--- config.mk ---
export PLATFORM = sky130hd
export DESIGN_NAME = arm64_xref_detector
export DESIGN_NICKNAME = d
export VERILOG_FILES = /design/src/hw/rtl/axd_pkg.sv /design/src/hw/rtl/axd_decode.sv /design/src/hw/rtl/axd_page_table.sv /design/src/hw/rtl/arm64_xref_detector.sv
export VERILOG_INCLUDE_DIRS = /design/src /design/src/hw/rtl
export SDC_FILE = /design/constraint.sdc
export NUM_CORES = 2
export LEC_CHECK = 0
export BUFFER_PORTS_ARGS = -buffer_cell sky130_fd_sc_hd__buf_4
export CELL_PAD_IN_SITES_DETAIL_PLACEMENT = 1
export CELL_PAD_IN_SITES_GLOBAL_PLACEMENT = 1
export CORE_MARGIN = 2
export CORE_UTILIZATION = 30
export DETAILED_ROUTE_END_ITERATION = 8
export PLACE_DENSITY_LB_ADDON = 0.1
export RECOVER_POWER = 25
export SETUP_SLACK_MARGIN = 0.4
export SYNTH_ARGS = -nofsm -noshare
export SYNTH_HDL_FRONTEND = slang
export SYNTH_SLANG_ARGS = --single-unit
--- constraint.sdc ---
create_clock -name clk -period 13.4 [get_ports clk]
set_input_delay 1.34 -clock clk [delete_from_list [all_inputs] [get_ports clk]]
set_output_delay 1.34 -clock clk [all_outputs]
set_load 0.05 [all_outputs]
--- src/hw/rtl/arm64_xref_detector_defines.svh ---
// Assertion macros shared by the cross-reference detector RTL.
// Depends on nothing; included by the files that carry assertions.
`ifndef ARM64_XREF_DETECTOR_DEFINES_SVH
`define ARM64_XREF_DETECTOR_DEFINES_SVH

// The consequent must hold in the same cycle as the antecedent.
`define AXD_ASSERT_NOW(label, clk, rst_n, ante, cons, msg) \
    label: assert property (@(posedge clk) disable iff (!rst_n) (ante) |-> (cons)) \
        else $error(msg);

// The consequent must hold in the cycle after the antecedent.
`define AXD_ASSERT_NEXT(label, clk, rst_n, ante, cons, msg) \
    label: assert property (@(posedge clk) disable iff (!rst_n) (ante) |=> (cons)) \
        else $error(msg);

`endif

--- src/hw/rtl/axd_pkg.sv ---
// Types, codes and constants of the cross-reference detector.
// Depends on nothing; imported by every module of the block.
package axd_pkg;

    localparam int REG_COUNT = 32;
    localparam int REG_IDX_W = $clog2(REG_COUNT);
    localparam int PAGE_W    = 52;
    localparam int OFFSET_W  = 24;

    // Register indexes of the configuration port.
    localparam logic CFG_SECTION_START = 1'b0;
    localparam logic CFG_SECTION_LIMIT = 1'b1;

    // Opcode fields and match patterns.
    localparam logic [5:0]  OP_BL        = 6'h25;
    localparam logic [5:0]  OP_B         = 6'h05;
    localparam logic [7:0]  OP_BCOND     = 8'h54;
    localparam logic [31:0] MASK_CB      = 32'h7E00_0000;
    localparam logic [31:0] PAT_CBZ      = 32'h3400_0000;
    localparam logic [31:0] PAT_TBZ      = 32'h3600_0000;
    localparam logic [31:0] MASK_ADRP    = 32'h9F00_0000;
    localparam logic [31:0] PAT_ADRP     = 32'h9000_0000;
    localparam logic [31:0] MASK_ADD     = 32'h7F80_0000;
    localparam logic [31:0] PAT_ADD      = 32'h1100_0000;
    localparam logic [31:0] MASK_LDR     = 32'hBFC0_0000;
    localparam logic [31:0] PAT_LDR      = 32'hB940_0000;

    typedef enum logic [1:0] {
        KIND_CALL   = 2'd0,
        KIND_BRANCH = 2'd1,
        KIND_DATA   = 2'd2
    } kind_t;

    typedef logic [REG_IDX_W-1:0] reg_idx_t;
    typedef logic [PAGE_W-1:0]    page_t;

    typedef struct packed {
        logic [63:0] insn_address;
        logic [31:0] insn_word;
        logic        first_of_run;
    } insn_t;

    typedef struct packed {
        logic [63:0] source_address;
        logic [63:0] target_address;
        kind_t       ref_kind;
    } xref_t;

    // Decoded view of one instruction word.
    typedef struct packed {
        logic                is_call;
        logic                is_branch;
        logic                is_adrp;
        logic                is_mem;
        reg_idx_t            rd;
        reg_idx_t            rn;
        logic [63:0]         branch_target;
        page_t               mark_page;
        logic [OFFSET_W-1:0] data_offset;
    } dec_t;

    // Page table operations for one accepted word.
    typedef struct packed {
        logic     clear_all;
        logic     set_en;
        reg_idx_t set_idx;
        page_t    set_page;
        logic     use_en;
        reg_idx_t use_idx;
    } pt_ctl_t;

endpackage

--- src/hw/rtl/axd_decode.sv ---
// Instruction decoder: classifies one word and forms branch targets, ADRP pages
// and data offsets. Depends on axd_pkg.
module axd_decode
    import axd_pkg::*;
(
    input  insn_t insn,
    output dec_t  dec
);

    logic [31:0] w;
    logic [63:0] pc;
    logic [63:0] off_26;
    logic [63:0] off_19;
    logic [63:0] off_14;
    page_t       page_delta;
    logic [11:0] imm12;

    assign w  = insn.insn_word;
    assign pc = insn.insn_address;

    assign off_26     = {{36{w[25]}}, w[25:0], 2'b00};
    assign off_19     = {{43{w[23]}}, w[23:5], 2'b00};
    assign off_14     = {{48{w[18]}}, w[18:5], 2'b00};
    assign page_delta = {{31{w[23]}}, w[23:5], w[30:29]};
    assign imm12      = w[21:10];

    always_comb
    begin
        dec               = '0;
        dec.rd            = w[4:0];
        dec.rn            = w[9:5];
        dec.mark_page     = pc[63:12] + page_delta;
        dec.branch_target = pc + off_19;
        if ((w & MASK_ADD) == PAT_ADD)
        begin
            dec.data_offset = w[22] ? {imm12, 12'h000} : {12'h000, imm12};
        end
        else
        begin
            dec.data_offset = {12'h000, imm12} << {1'b1, w[30]};
        end

        // Earlier tests take precedence, as in the instruction classes below.
        priority if (w[31:26] == OP_BL)
        begin
            dec.is_call       = 1'b1;
            dec.branch_target = pc + off_26;
        end
        else if (w[31:26] == OP_B)
        begin
            dec.is_branch     = 1'b1;
            dec.branch_target = pc + off_26;
        end
        else if (w[31:24] == OP_BCOND && !w[4])
        begin
            dec.is_branch = 1'b1;
        end
        else if ((w & MASK_CB) == PAT_CBZ)
        begin
            dec.is_branch = 1'b1;
        end
        else if ((w & MASK_CB) == PAT_TBZ)
        begin
            dec.is_branch     = 1'b1;
            dec.branch_target = pc + off_14;
        end
        else if ((w & MASK_ADRP) == PAT_ADRP)
        begin
            dec.is_adrp = 1'b1;
        end
        else if ((w & MASK_ADD) == PAT_ADD || (w & MASK_LDR) == PAT_LDR)
        begin
            dec.is_mem = 1'b1;
        end
        else
        begin
            dec.is_mem = 1'b0;
        end
    end

endmodule

--- src/hw/rtl/axd_page_table.sv ---
// Per-register ADRP page store (synchronous memory) and pending marks.
// Depends on axd_pkg.
module axd_page_table
    import axd_pkg::*;
(
    input  logic                 clk,
    input  logic                 rst_n,
    input  pt_ctl_t              ctl,
    output logic [REG_COUNT-1:0] pending,
    output page_t                read_page
);

    page_t                mem [REG_COUNT];
    page_t                read_page_reg;
    logic [REG_COUNT-1:0] pending_reg;
    logic [REG_COUNT-1:0] pending_next;

    // A page is written when its ADRP is accepted and read when a consumer is
    // accepted, so a later word always sees the stored page.
    always_ff @(posedge clk)
    begin
        if (ctl.set_en)
        begin
            mem[ctl.set_idx] <= ctl.set_page;
        end
        if (ctl.use_en)
        begin
            read_page_reg <= mem[ctl.use_idx];
        end
    end

    always_comb
    begin
        pending_next = ctl.clear_all ? '0 : pending_reg;
        if (ctl.set_en)
        begin
            pending_next[ctl.set_idx] = 1'b1;
        end
        if (ctl.use_en)
        begin
            pending_next[ctl.use_idx] = 1'b0;
        end
    end

    always_ff @(posedge clk or negedge rst_n)
    begin
        if (!rst_n)
        begin
            pending_reg <= '0;
        end
        else
        begin
            pending_reg <= pending_next;
        end
    end

    assign pending   = pending_reg;
    assign read_page = read_page_reg;

endmodule

--- src/hw/rtl/arm64_xref_detector.sv ---
// Top level of the ARM64 cross-reference detector: handshakes, pipeline and
// section filter. Depends on axd_pkg, axd_decode, axd_page_table and the defines header.
//
//  Channel   Direction  Handshake               Word
//  insn      in         insn_valid/insn_ready   insn_t: address, word, start flag
//  xref      out        xref_valid/xref_ready   xref_t: source, target, kind
//  cfg       in         cfg_we (no wait)        cfg_index selects start or limit
//
// One word is accepted per cycle while insn_ready is high. A result goes from the
// stage-one register, fed by the page memory's single read port, via the target
// add to the output register. Marks and pages are updated at the accepting edge,
// so back-to-back words need neither forwarding nor an interlock. A stalled output
// holds its word and the stage before it still takes one more word. Reset clears
// the pending marks, the section registers and the stage valid flags; the page
// memory needs no clearing, since an entry is read only after its mark is set.
`include "arm64_xref_detector_defines.svh"

module arm64_xref_detector
    import axd_pkg::*;
(
    input  logic        clk,
    input  logic        rst_n,
    input  logic        insn_valid,
    output logic        insn_ready,
    input  insn_t       insn,
    output logic        xref_valid,
    input  logic        xref_ready,
    output xref_t       xref,
    input  logic        cfg_we,
    input  logic        cfg_index,
    input  logic [63:0] cfg_data
);

    dec_t                 dec;
    pt_ctl_t              pt_ctl;
    logic [REG_COUNT-1:0] pending;
    page_t                read_page;

    logic [63:0] section_start_reg;
    logic [63:0] section_limit_reg;

    logic in_fire;
    logic data_hit;
    logic s1_enter;

    // Stage one: word accepted, page being read.
    logic                s1_valid_reg;
    logic                s1_valid_next;
    logic [63:0]         s1_pc_reg;
    kind_t               s1_kind_reg;
    logic [63:0]         s1_target_reg;
    logic [OFFSET_W-1:0] s1_offset_reg;
    logic [63:0]         s1_target;

    // Stage two: output register.
    logic  s2_valid_reg;
    logic  s2_valid_next;
    xref_t s2_reg;
    logic  s2_keep;
    logic  s2_emit;
    logic  s2_free;
    logic  s1_free;

    axd_decode u_decode (
        .insn (insn),
        .dec  (dec)
    );

    // A consumer only counts when its base mark survives the start flag.
    assign data_hit = dec.is_mem && pending[dec.rn] && !insn.first_of_run;
    assign in_fire  = insn_valid && insn_ready;
    assign s1_enter = in_fire && (dec.is_call || dec.is_branch || data_hit);

    always_comb
    begin
        pt_ctl           = '0;
        pt_ctl.clear_all = in_fire && (insn.first_of_run || dec.is_call);
        pt_ctl.set_en    = in_fire && dec.is_adrp;
        pt_ctl.set_idx   = dec.rd;
        pt_ctl.set_page  = dec.mark_page;
        pt_ctl.use_en    = in_fire && data_hit;
        pt_ctl.use_idx   = dec.rn;
    end

    axd_page_table u_page_table (
        .clk       (clk),
        .rst_n     (rst_n),
        .ctl       (pt_ctl),
        .pending   (pending),
        .read_page (read_page)
    );

    // Configuration registers.
    always_ff @(posedge clk or negedge rst_n)
    begin
        if (!rst_n)
        begin
            section_start_reg <= '0;
            section_limit_reg <= '0;
        end
        else if (cfg_we)
        begin
            unique case (cfg_index)
                CFG_SECTION_START: section_start_reg <= cfg_data;
                CFG_SECTION_LIMIT: section_limit_reg <= cfg_data;
                default:           section_start_reg <= section_start_reg;
            endcase
        end
    end

    // Flow control: a suppressed data word in the output register counts as empty.
    assign s2_keep    = (s2_reg.ref_kind != KIND_DATA)
                        || (s2_reg.target_address < section_start_reg)
                        || (s2_reg.target_address >= section_limit_reg);
    assign s2_emit    = s2_valid_reg && s2_keep;
    assign s2_free    = !s2_emit || xref_ready;
    assign s1_free    = !s1_valid_reg || s2_free;
    assign insn_ready = s1_free;

    assign s1_valid_next = s1_free ? s1_enter : s1_valid_reg;
    assign s2_valid_next = s2_free ? s1_valid_reg : s2_valid_reg;

    always_ff @(posedge clk or negedge rst_n)
    begin
        if (!rst_n)
        begin
            s1_valid_reg <= 1'b0;
            s2_valid_reg <= 1'b0;
        end
        else
        begin
            s1_valid_reg <= s1_valid_next;
            s2_valid_reg <= s2_valid_next;
        end
    end

    always_ff @(posedge clk)
    begin
        if (s1_enter)
        begin
            s1_pc_reg     <= insn.insn_address;
            s1_target_reg <= dec.branch_target;
            s1_offset_reg <= dec.data_offset;
            if (dec.is_call)
            begin
                s1_kind_reg <= KIND_CALL;
            end
            else if (dec.is_branch)
            begin
                s1_kind_reg <= KIND_BRANCH;
            end
            else
            begin
                s1_kind_reg <= KIND_DATA;
            end
        end
    end

    // Data targets are the stored page plus the scaled immediate.
    assign s1_target = (s1_kind_reg == KIND_DATA)
                       ? ({read_page, 12'h000} + {{(64 - OFFSET_W){1'b0}}, s1_offset_reg})
                       : s1_target_reg;

    always_ff @(posedge clk)
    begin
        if (s2_free && s1_valid_reg)
        begin
            s2_reg.source_address <= s1_pc_reg;
            s2_reg.target_address <= s1_target;
            s2_reg.ref_kind       <= s1_kind_reg;
        end
    end

    assign xref_valid = s2_emit;
    assign xref       = s2_reg;

    `AXD_ASSERT_NEXT(a_call_clears_marks, clk, rst_n, in_fire && dec.is_call,
        pending == '0, "marks still pending after a call")
    `AXD_ASSERT_NEXT(a_adrp_sets_mark, clk, rst_n, in_fire && dec.is_adrp,
        pending[$past(dec.rd)], "ADRP did not leave its mark")
    `AXD_ASSERT_NEXT(a_use_clears_mark, clk, rst_n, in_fire && data_hit,
        !pending[$past(dec.rn)], "consumed mark still pending")
    `AXD_ASSERT_NOW(a_data_outside, clk, rst_n,
        xref_valid && xref.ref_kind == KIND_DATA,
        xref.target_address < section_start_reg || xref.target_address >= section_limit_reg,
        "data reference inside the section was emitted")

endmodule
* Yosys cells after proc, flatten, opt, wreduce, memory -nomap -nowiden
Memories as Yosys holds them, arrays and structs flattened. A register that Yosys moved wholly into a read port is not among the register bits.
Index checks and enable logic that the tools add are counted.
** Storage, ports and cells
- Flip-flop bits (word level) :: 446
- Bits in latches :: 0
- Bits in writable memories :: 1664
- ROM bits :: 0
- Input bits :: 167
- Logic and storage cells :: 98
- Memories kept :: 1
** Memories
- u_page_table.mem :: depth 32, width 52, rd ports 1, clocked after Yosys merged registers in 1, wr ports 1, line axd_page_table.sv:13 : page_t mem [REG_COUNT];
** Operators by class
- Add/sub/neg operators :: 5
- Multipliers :: 0
- Div/mod/pow operators :: 0
- Order comparisons :: 6
- Eq/ne operators :: 10
- Shifts and indexed selects :: 1
- Mux-type cells :: 33
- Bitwise gates (word level) :: 4
- Reductions and logical operators :: 26
** Operator list (count)
- $mux W64 :: 6
- $add A64 B64 Y64 :: 3
- $mux W32 :: 3
- $add A64 B24 Y64 :: 1
- $ge A64 B64 Y1 :: 1
- $lt A64 B64 Y1 :: 1
- $add A52 B52 Y52 :: 1
- $mux W24 :: 2
- $and A32 B32 Y32 :: 1
- $not A32 Y32 :: 1
- $or A32 B32 Y32 :: 1
- $shl A12 B2 Y24 :: 1
- $mux W1 :: 13
- $eq A6 B5 Y1 const B :: 2
- $eq A6 B6 Y1 const B :: 2
- $logic_and A1 B1 Y1 :: 12
- $lt A5 B6 Y1 const B :: 2
- $demux W1 S5 :: 2
- $ge A5 B1 Y1 const B :: 2
- $mux W2 :: 5
- $eq A9 B9 Y1 const B :: 1
- $eq A8 B6 Y1 const B :: 1
- $eq A8 B7 Y1 const B :: 1
- $logic_or A1 B1 Y1 :: 8
- other kinds (8) :: 12

* Depth between registers and ports, before layout
- Depth in word-level cells :: 14
- Depth in mapped cells :: 16

* Modules after synthesis
Synthesis repeated with hierarchy kept, for this count alone.
** Unflattened totals
- Cell total of the unflattened synthesis :: 7105
- Area, all modules :: 98374.3 um2
** By module, submodules not included
- axd_page_table :: instances 1, cells each 3494, area an instance 65939.5 um2
- arm64_xref_detector :: instances 1, cells each 1517, area an instance 18987.0 um2
- axd_decode :: instances 1, cells each 2094, area an instance 13447.9 um2

* Worst setup path before layout
No wires, ideal clock.
- Kind :: reg2reg
- From :: reg s2_reg (netlist bit xref[19])
- To :: reg s1_kind_reg[0], enable pin
- Data arrival time :: 9556 ps
- Path slack :: 3162 ps
- Stages on the path, launching flop included :: 12
- Path buffers :: 1
- Cells stage by stage :: edfxtp_1 ha_1 a21o_1 a21o_1 a2111oi_0 o21ai_0 a221oi_1 o2111ai_1 o221ai_2 or2_0 buf_6 nor2b_1
** On the way
- Cells in the longest elaborated chain, start to end :: 9
- Elaborated cells on any way between the ends :: 10
- Those cells by class :: order compare (2); reduce/logical (8)
** RTL lines
- start: declaration :: line arm64_xref_detector.sv:58 : xref_t s2_reg;
- $lt A64 B64 Y1 :: line arm64_xref_detector.sv:113 : || (s2_reg.target_address < section_start_reg)
- $logic_or A1 B1 Y1 :: line arm64_xref_detector.sv:113
- $logic_or A1 B1 Y1 * :: line arm64_xref_detector.sv:114 : || (s2_reg.target_address >= section_limit_reg);
- $logic_and A1 B1 Y1 * :: line arm64_xref_detector.sv:115 : assign s2_emit = s2_valid_reg && s2_keep;
- $logic_not A1 Y1 * :: line arm64_xref_detector.sv:116 : assign s2_free = !s2_emit || xref_ready;
- $logic_or A1 B1 Y1 * :: line arm64_xref_detector.sv:116
- $logic_or A1 B1 Y1 * :: line arm64_xref_detector.sv:117 : assign s1_free = !s1_valid_reg || s2_free;
- net insn_ready :: line arm64_xref_detector.sv:24 : output logic insn_ready,
- $logic_and A1 B1 Y1 * :: line arm64_xref_detector.sv:71 : assign in_fire = insn_valid && insn_ready;
- $logic_and A1 B1 Y1 * :: line arm64_xref_detector.sv:72 : assign s1_enter = in_fire && (dec.is_call || dec.is_branch || data_hit);
- net s1_enter :: line arm64_xref_detector.sv:44 : logic s1_enter;
- end signal: assignment :: line arm64_xref_detector.sv:146 : s1_kind_reg <= KIND_CALL;
- end signal: assignment :: line arm64_xref_detector.sv:150 : s1_kind_reg <= KIND_BRANCH;
- end signal: assignment :: line arm64_xref_detector.sv:154 : s1_kind_reg <= KIND_DATA;
- end: declaration :: line arm64_xref_detector.sv:50 : kind_t s1_kind_reg;
The timed path passes the listed nets; every way through them passes the cells marked *.
A chain may end at the register's enable or synchronous reset.

==> summary.md <==
| Metric | Value |
|---|---|
| Die X | `between 500 and 600 um` |
| Total iterations of the first detailed-routing run | `5` |
| Placer Congestion | `between 0.8 and 0.9` |
| Critical path class | `in2reg` |
| Maximum vdd drop | `0.125 mV` |
| Share of post-route cells with drive strength above 1 | `between 10% and 20%` |
| RSZ-0062 raised after global routing | `no` |
| YS warnings | `0` |
| Critical-path maximum fanout | `approximately 70` |
| Avg Cell Area, Syn | `15.9 um2` |
| Critical Path Start Type | `input port` |
| Final hold violations | `0` |
| Top FF cell, synth | `edfxtp_1` |
| Flop pwr share | `between 40 and 50%` |
| Detail Placement HPWL | `about 220000 um` |
| Syn nets | `6575` |
| Hold crit path type | `reg2reg` |
| R2r startpoint | `xref[52]$_DFFE_PP_` |
| Flops & latches, synth | `roughly 2200` |
| Vias | `just under 60000` |
| Most common cell in the netlist | `edfxtp_1` |
| CTS Root Buffer Type | `clkbuf_16` |
| Post-cts sizing count | `0` |
| Rows | `between 200 and 250` |
| Number of global-route vias before repair | `60694` |
| Final period utilization | `a little under three quarters` |
| Synth area leaders | `edfxtp_1, mux4_2, ha_1, dfrtp_1, a21oi_1` |
| Setup crit end kind | `register` |
| Post-layout min period | `between 9 and 10 ns` |
| Finish-stage setup viols | `0` |
| Slowest cell on the critical path | `clkbuf_1` |
| Post-synth EDFFs | `between 1500 and 2000` |
| Mapped Area | `slightly below 100000 um2` |
| Leak pwr | `between 30 and 40 nW` |
| Die Ht | `571 um` |
| Max cap viols | `25` |
| Reg2Reg Capture Point | `s1_pc_reg[28]$_DFFE_PP_` |
| Core ar. | `roughly 320000 um2` |
| Worst reg2reg setup slack | `between 7 and 8 ns` |
| Nets | `about 7000` |
| IO Port Bufs | `just under 300` |
| Share of power burned in combinational logic | `roughly an eighth` |
| CP cell instances | `clkbuf_1, inv_1, fa_1, nor2b_1, o31a_1, o31a_1, o2111ai_1, a21oi_1, o211ai_1, o21ai_0, a31oi_1, xor2_1, o21ai_0, a2bb2oi_1` |
| Clock power share | `about two fifths` |
| Layout area overhead | `16.2%` |
| DR vias/cell | `approximately 5.3` |
| Fin util | `34.9%` |
| Top cells by count, synth | `edfxtp_1, mux4_2, a21oi_1` |
| # hold bufs at CTS | `0` |
| Pwr dens | `147 nW/um2` |
| Max Fclk | `around 100 MHz` |
| Drc violations | `0` |
| Antenna violations before repair | `20` |
| Reg2Reg Depth | `12` |
| Worst-case clock skew | `approximately 0.10 ns` |
| CTS tree | `done` |
| CTS sink cnt | `2160` |
| CP arrival | `10.24 ns` |
| Ys async rst share | `under 10%` |
| First-pass GRT wire length | `between 400000 and 500000 um` |
| Synth area leader | `edfxtp_1` |
| Seq/Total Area, Yosys | `around 66%` |
| Reg with most FFs | `u_page_table.mem` |
| Library cells used by synthesis | `79` |
| Drt initial violations | `4905` |
| Worst setup path startpoint | `insn[7]` |
| Grt ovf | `0` |
| Mapped Cells | `approximately 6000` |
| Place WS | `between 6 and 7 ns` |
| Antenna-violating nets left | `0` |
| CP peak stage delay | `between 3 and 4 ns` |
| Clock slew at reported path FFs | `0.06 ns` |
| Pin count of the biggest net entering global routing | `92` |
| Drt wl/cell | `31.2 um` |
| Drt total wl | `342000 um` |
| PnR worst setup slack | `between 3 and 4 ns` |
| Critical Path End | `s1_target_reg[56]$_DFFE_PP_` |
| Max Slew Vio Count | `roughly 1100` |
| # IOs | `between 200 and 300` |
| Switching pwr | `roughly 0.0042 W` |
| Pint | `between 0.01 and 0.015 W` |
| Initial core utilization | `a little under a third` |
| Failing checks | `capacitance limit, slew limit` |
| Slew @ Worst Pin | `around 5.4 ns` |
| DIE AREA | `326000 um2` |
| Sw Share | `approximately 26%` |
| Setup Buffers After CTS | `0` |
| Status | `finished, violations left` |
| Worst EP required | `between 10 and 15 ns` |
| Clock buffer depth | `4` |
| TritonCTS buffer count | `approximately 240` |
| Sum Neg Setup Slack | `0 ns` |
| Max FFs per register | `approximately 1700` |
| Max-slew headroom | `-260%` |
| H-tree depth | `4` |
| Total track usage | `20.7%` |
| Clk_lat worst skew | `between 0.9 and 1 ns` |
| Top cell type's share of synthesized area | `62.2%` |
## metrics by stage
step           power [W]  instances  hold slack [ns]  area [um2]
4_1_cts           0.0167      10966            0.391      113000
3_3_place_gp     0.00985      10520            0.401      105000
6_report          0.0165      10974            0.407      112000
5_1_grt           0.0171      10970            0.411      112000
3_5_place_dp     0.00988      10520            0.405      105000
2_1_floorplan    0.00901       6079            0.400       96500
## cells in the final DEF (no fill, tap or decap), drive strengths merged, types with 12 or more instances in the layout
cell and count:
edfxtp 1998, clkbuf 515, mux4 424, a21oi 359, ha 325, nand2 318, o21ai 296, buf 222
a22oi 220, inv 196, nor2 179, a21o 170, dfrtp 162, xnor2 153, nand4 135, clkinv 101
xor2 88, mux2 81, nand3 53, nor3 51, o21a 42, o21bai 41, and3 38, nand2b 32
a211oi 31, a31oi 31, bufinv 29, nor2b 29, o211ai 24, and2 23, mux2i 22, or3 20
o2111ai 18, o31ai 17, nand3b 17, or2 15, o221ai 13, nor4 12
## layout make-up
type / instances / area (um2)
Inverter: 191 / 718
Fill cell: 32639 / 209000
Antenna cell: 7 / 17.5
Timing Repair Buffer: 435 / 2550
Clock inverter: 144 / 1600
Multi-Input combinational cell: 3430 / 31400
Clock buffer: 302 / 6370
Sequential cell: 2160 / 64100
Tap cell: 4305 / 5390
## power groups by stage
stage,Combinational (W),Sequential (W),Clock (W)
global placement,0.00194,0.00791,0
CTS,0.00199,0.00777,0.00694
global route,0.00212,0.00778,0.00717
detailed placement,0.00198,0.00791,0
finish,0.00195,0.00777,0.00676
floorplan,0.00109,0.00793,0
## worst min path at each step
stage                            startpoint  slack (ns)  depth (start not counted)                               end
detailed placement  s1_pc_reg[63]$_DFFE_PP_        0.41                          0               xref[129]$_DFFE_PP_
finish              s1_pc_reg[17]$_DFFE_PP_        0.41                          0                xref[83]$_DFFE_PP_
global placement    s1_pc_reg[29]$_DFFE_PP_        0.40                          0                xref[95]$_DFFE_PP_
global route        s1_pc_reg[17]$_DFFE_PP_        0.41                          0                xref[83]$_DFFE_PP_
floorplan           s1_pc_reg[34]$_DFFE_PP_        0.40                          0               xref[100]$_DFFE_PP_
CTS                                   rst_n        0.39                          1  section_limit_reg[8]$_DFFE_PN0P_
## kinds of logic after synthesis
kind of cell               count (synthesis)  synth area share [%]
DFF                                     2160                  66.4
AOI/OAI and AO/OA                       1375                  9.19
and+or+nand+nor                          958                  4.91
muxes                                    527                  11.1
buffers and inverters                    489                  1.94
adders and majority gates                329                  4.30
xor gates and xnor gates                 241                  2.19
## routing by layer
| metal | share of wire [%] | global-route usage (%) | up-vias | wire length [um] |
|---|---|---|---|---|
| li1 | - | - | 25078 | - |
| met1 | 45 | 29.1 | 31205 | 156000 |
| met2 | 48 | 34.2 | 1380 | 163000 |
| met3 | 4.4 | 2.50 | 357 | 15200 |
| met4 | 2.3 | 4.67 | 2 | 7840 |
| met5 | 0.0038 | 0 | - | 13 |
## critical path: cells and delay by family
family / cells / cell delay [ns]
AND/OR/NAND/NOR: 1 / 0.19
adder cells (fa/ha/maj): 1 / 0.82
XOR/XNOR: 1 / 0.23
AO/OA/AOI/OAI: 9 / 2.94
buffers and inverters: 2 / 4.61
Note: power is estimated with default switching activity, not from simulation.
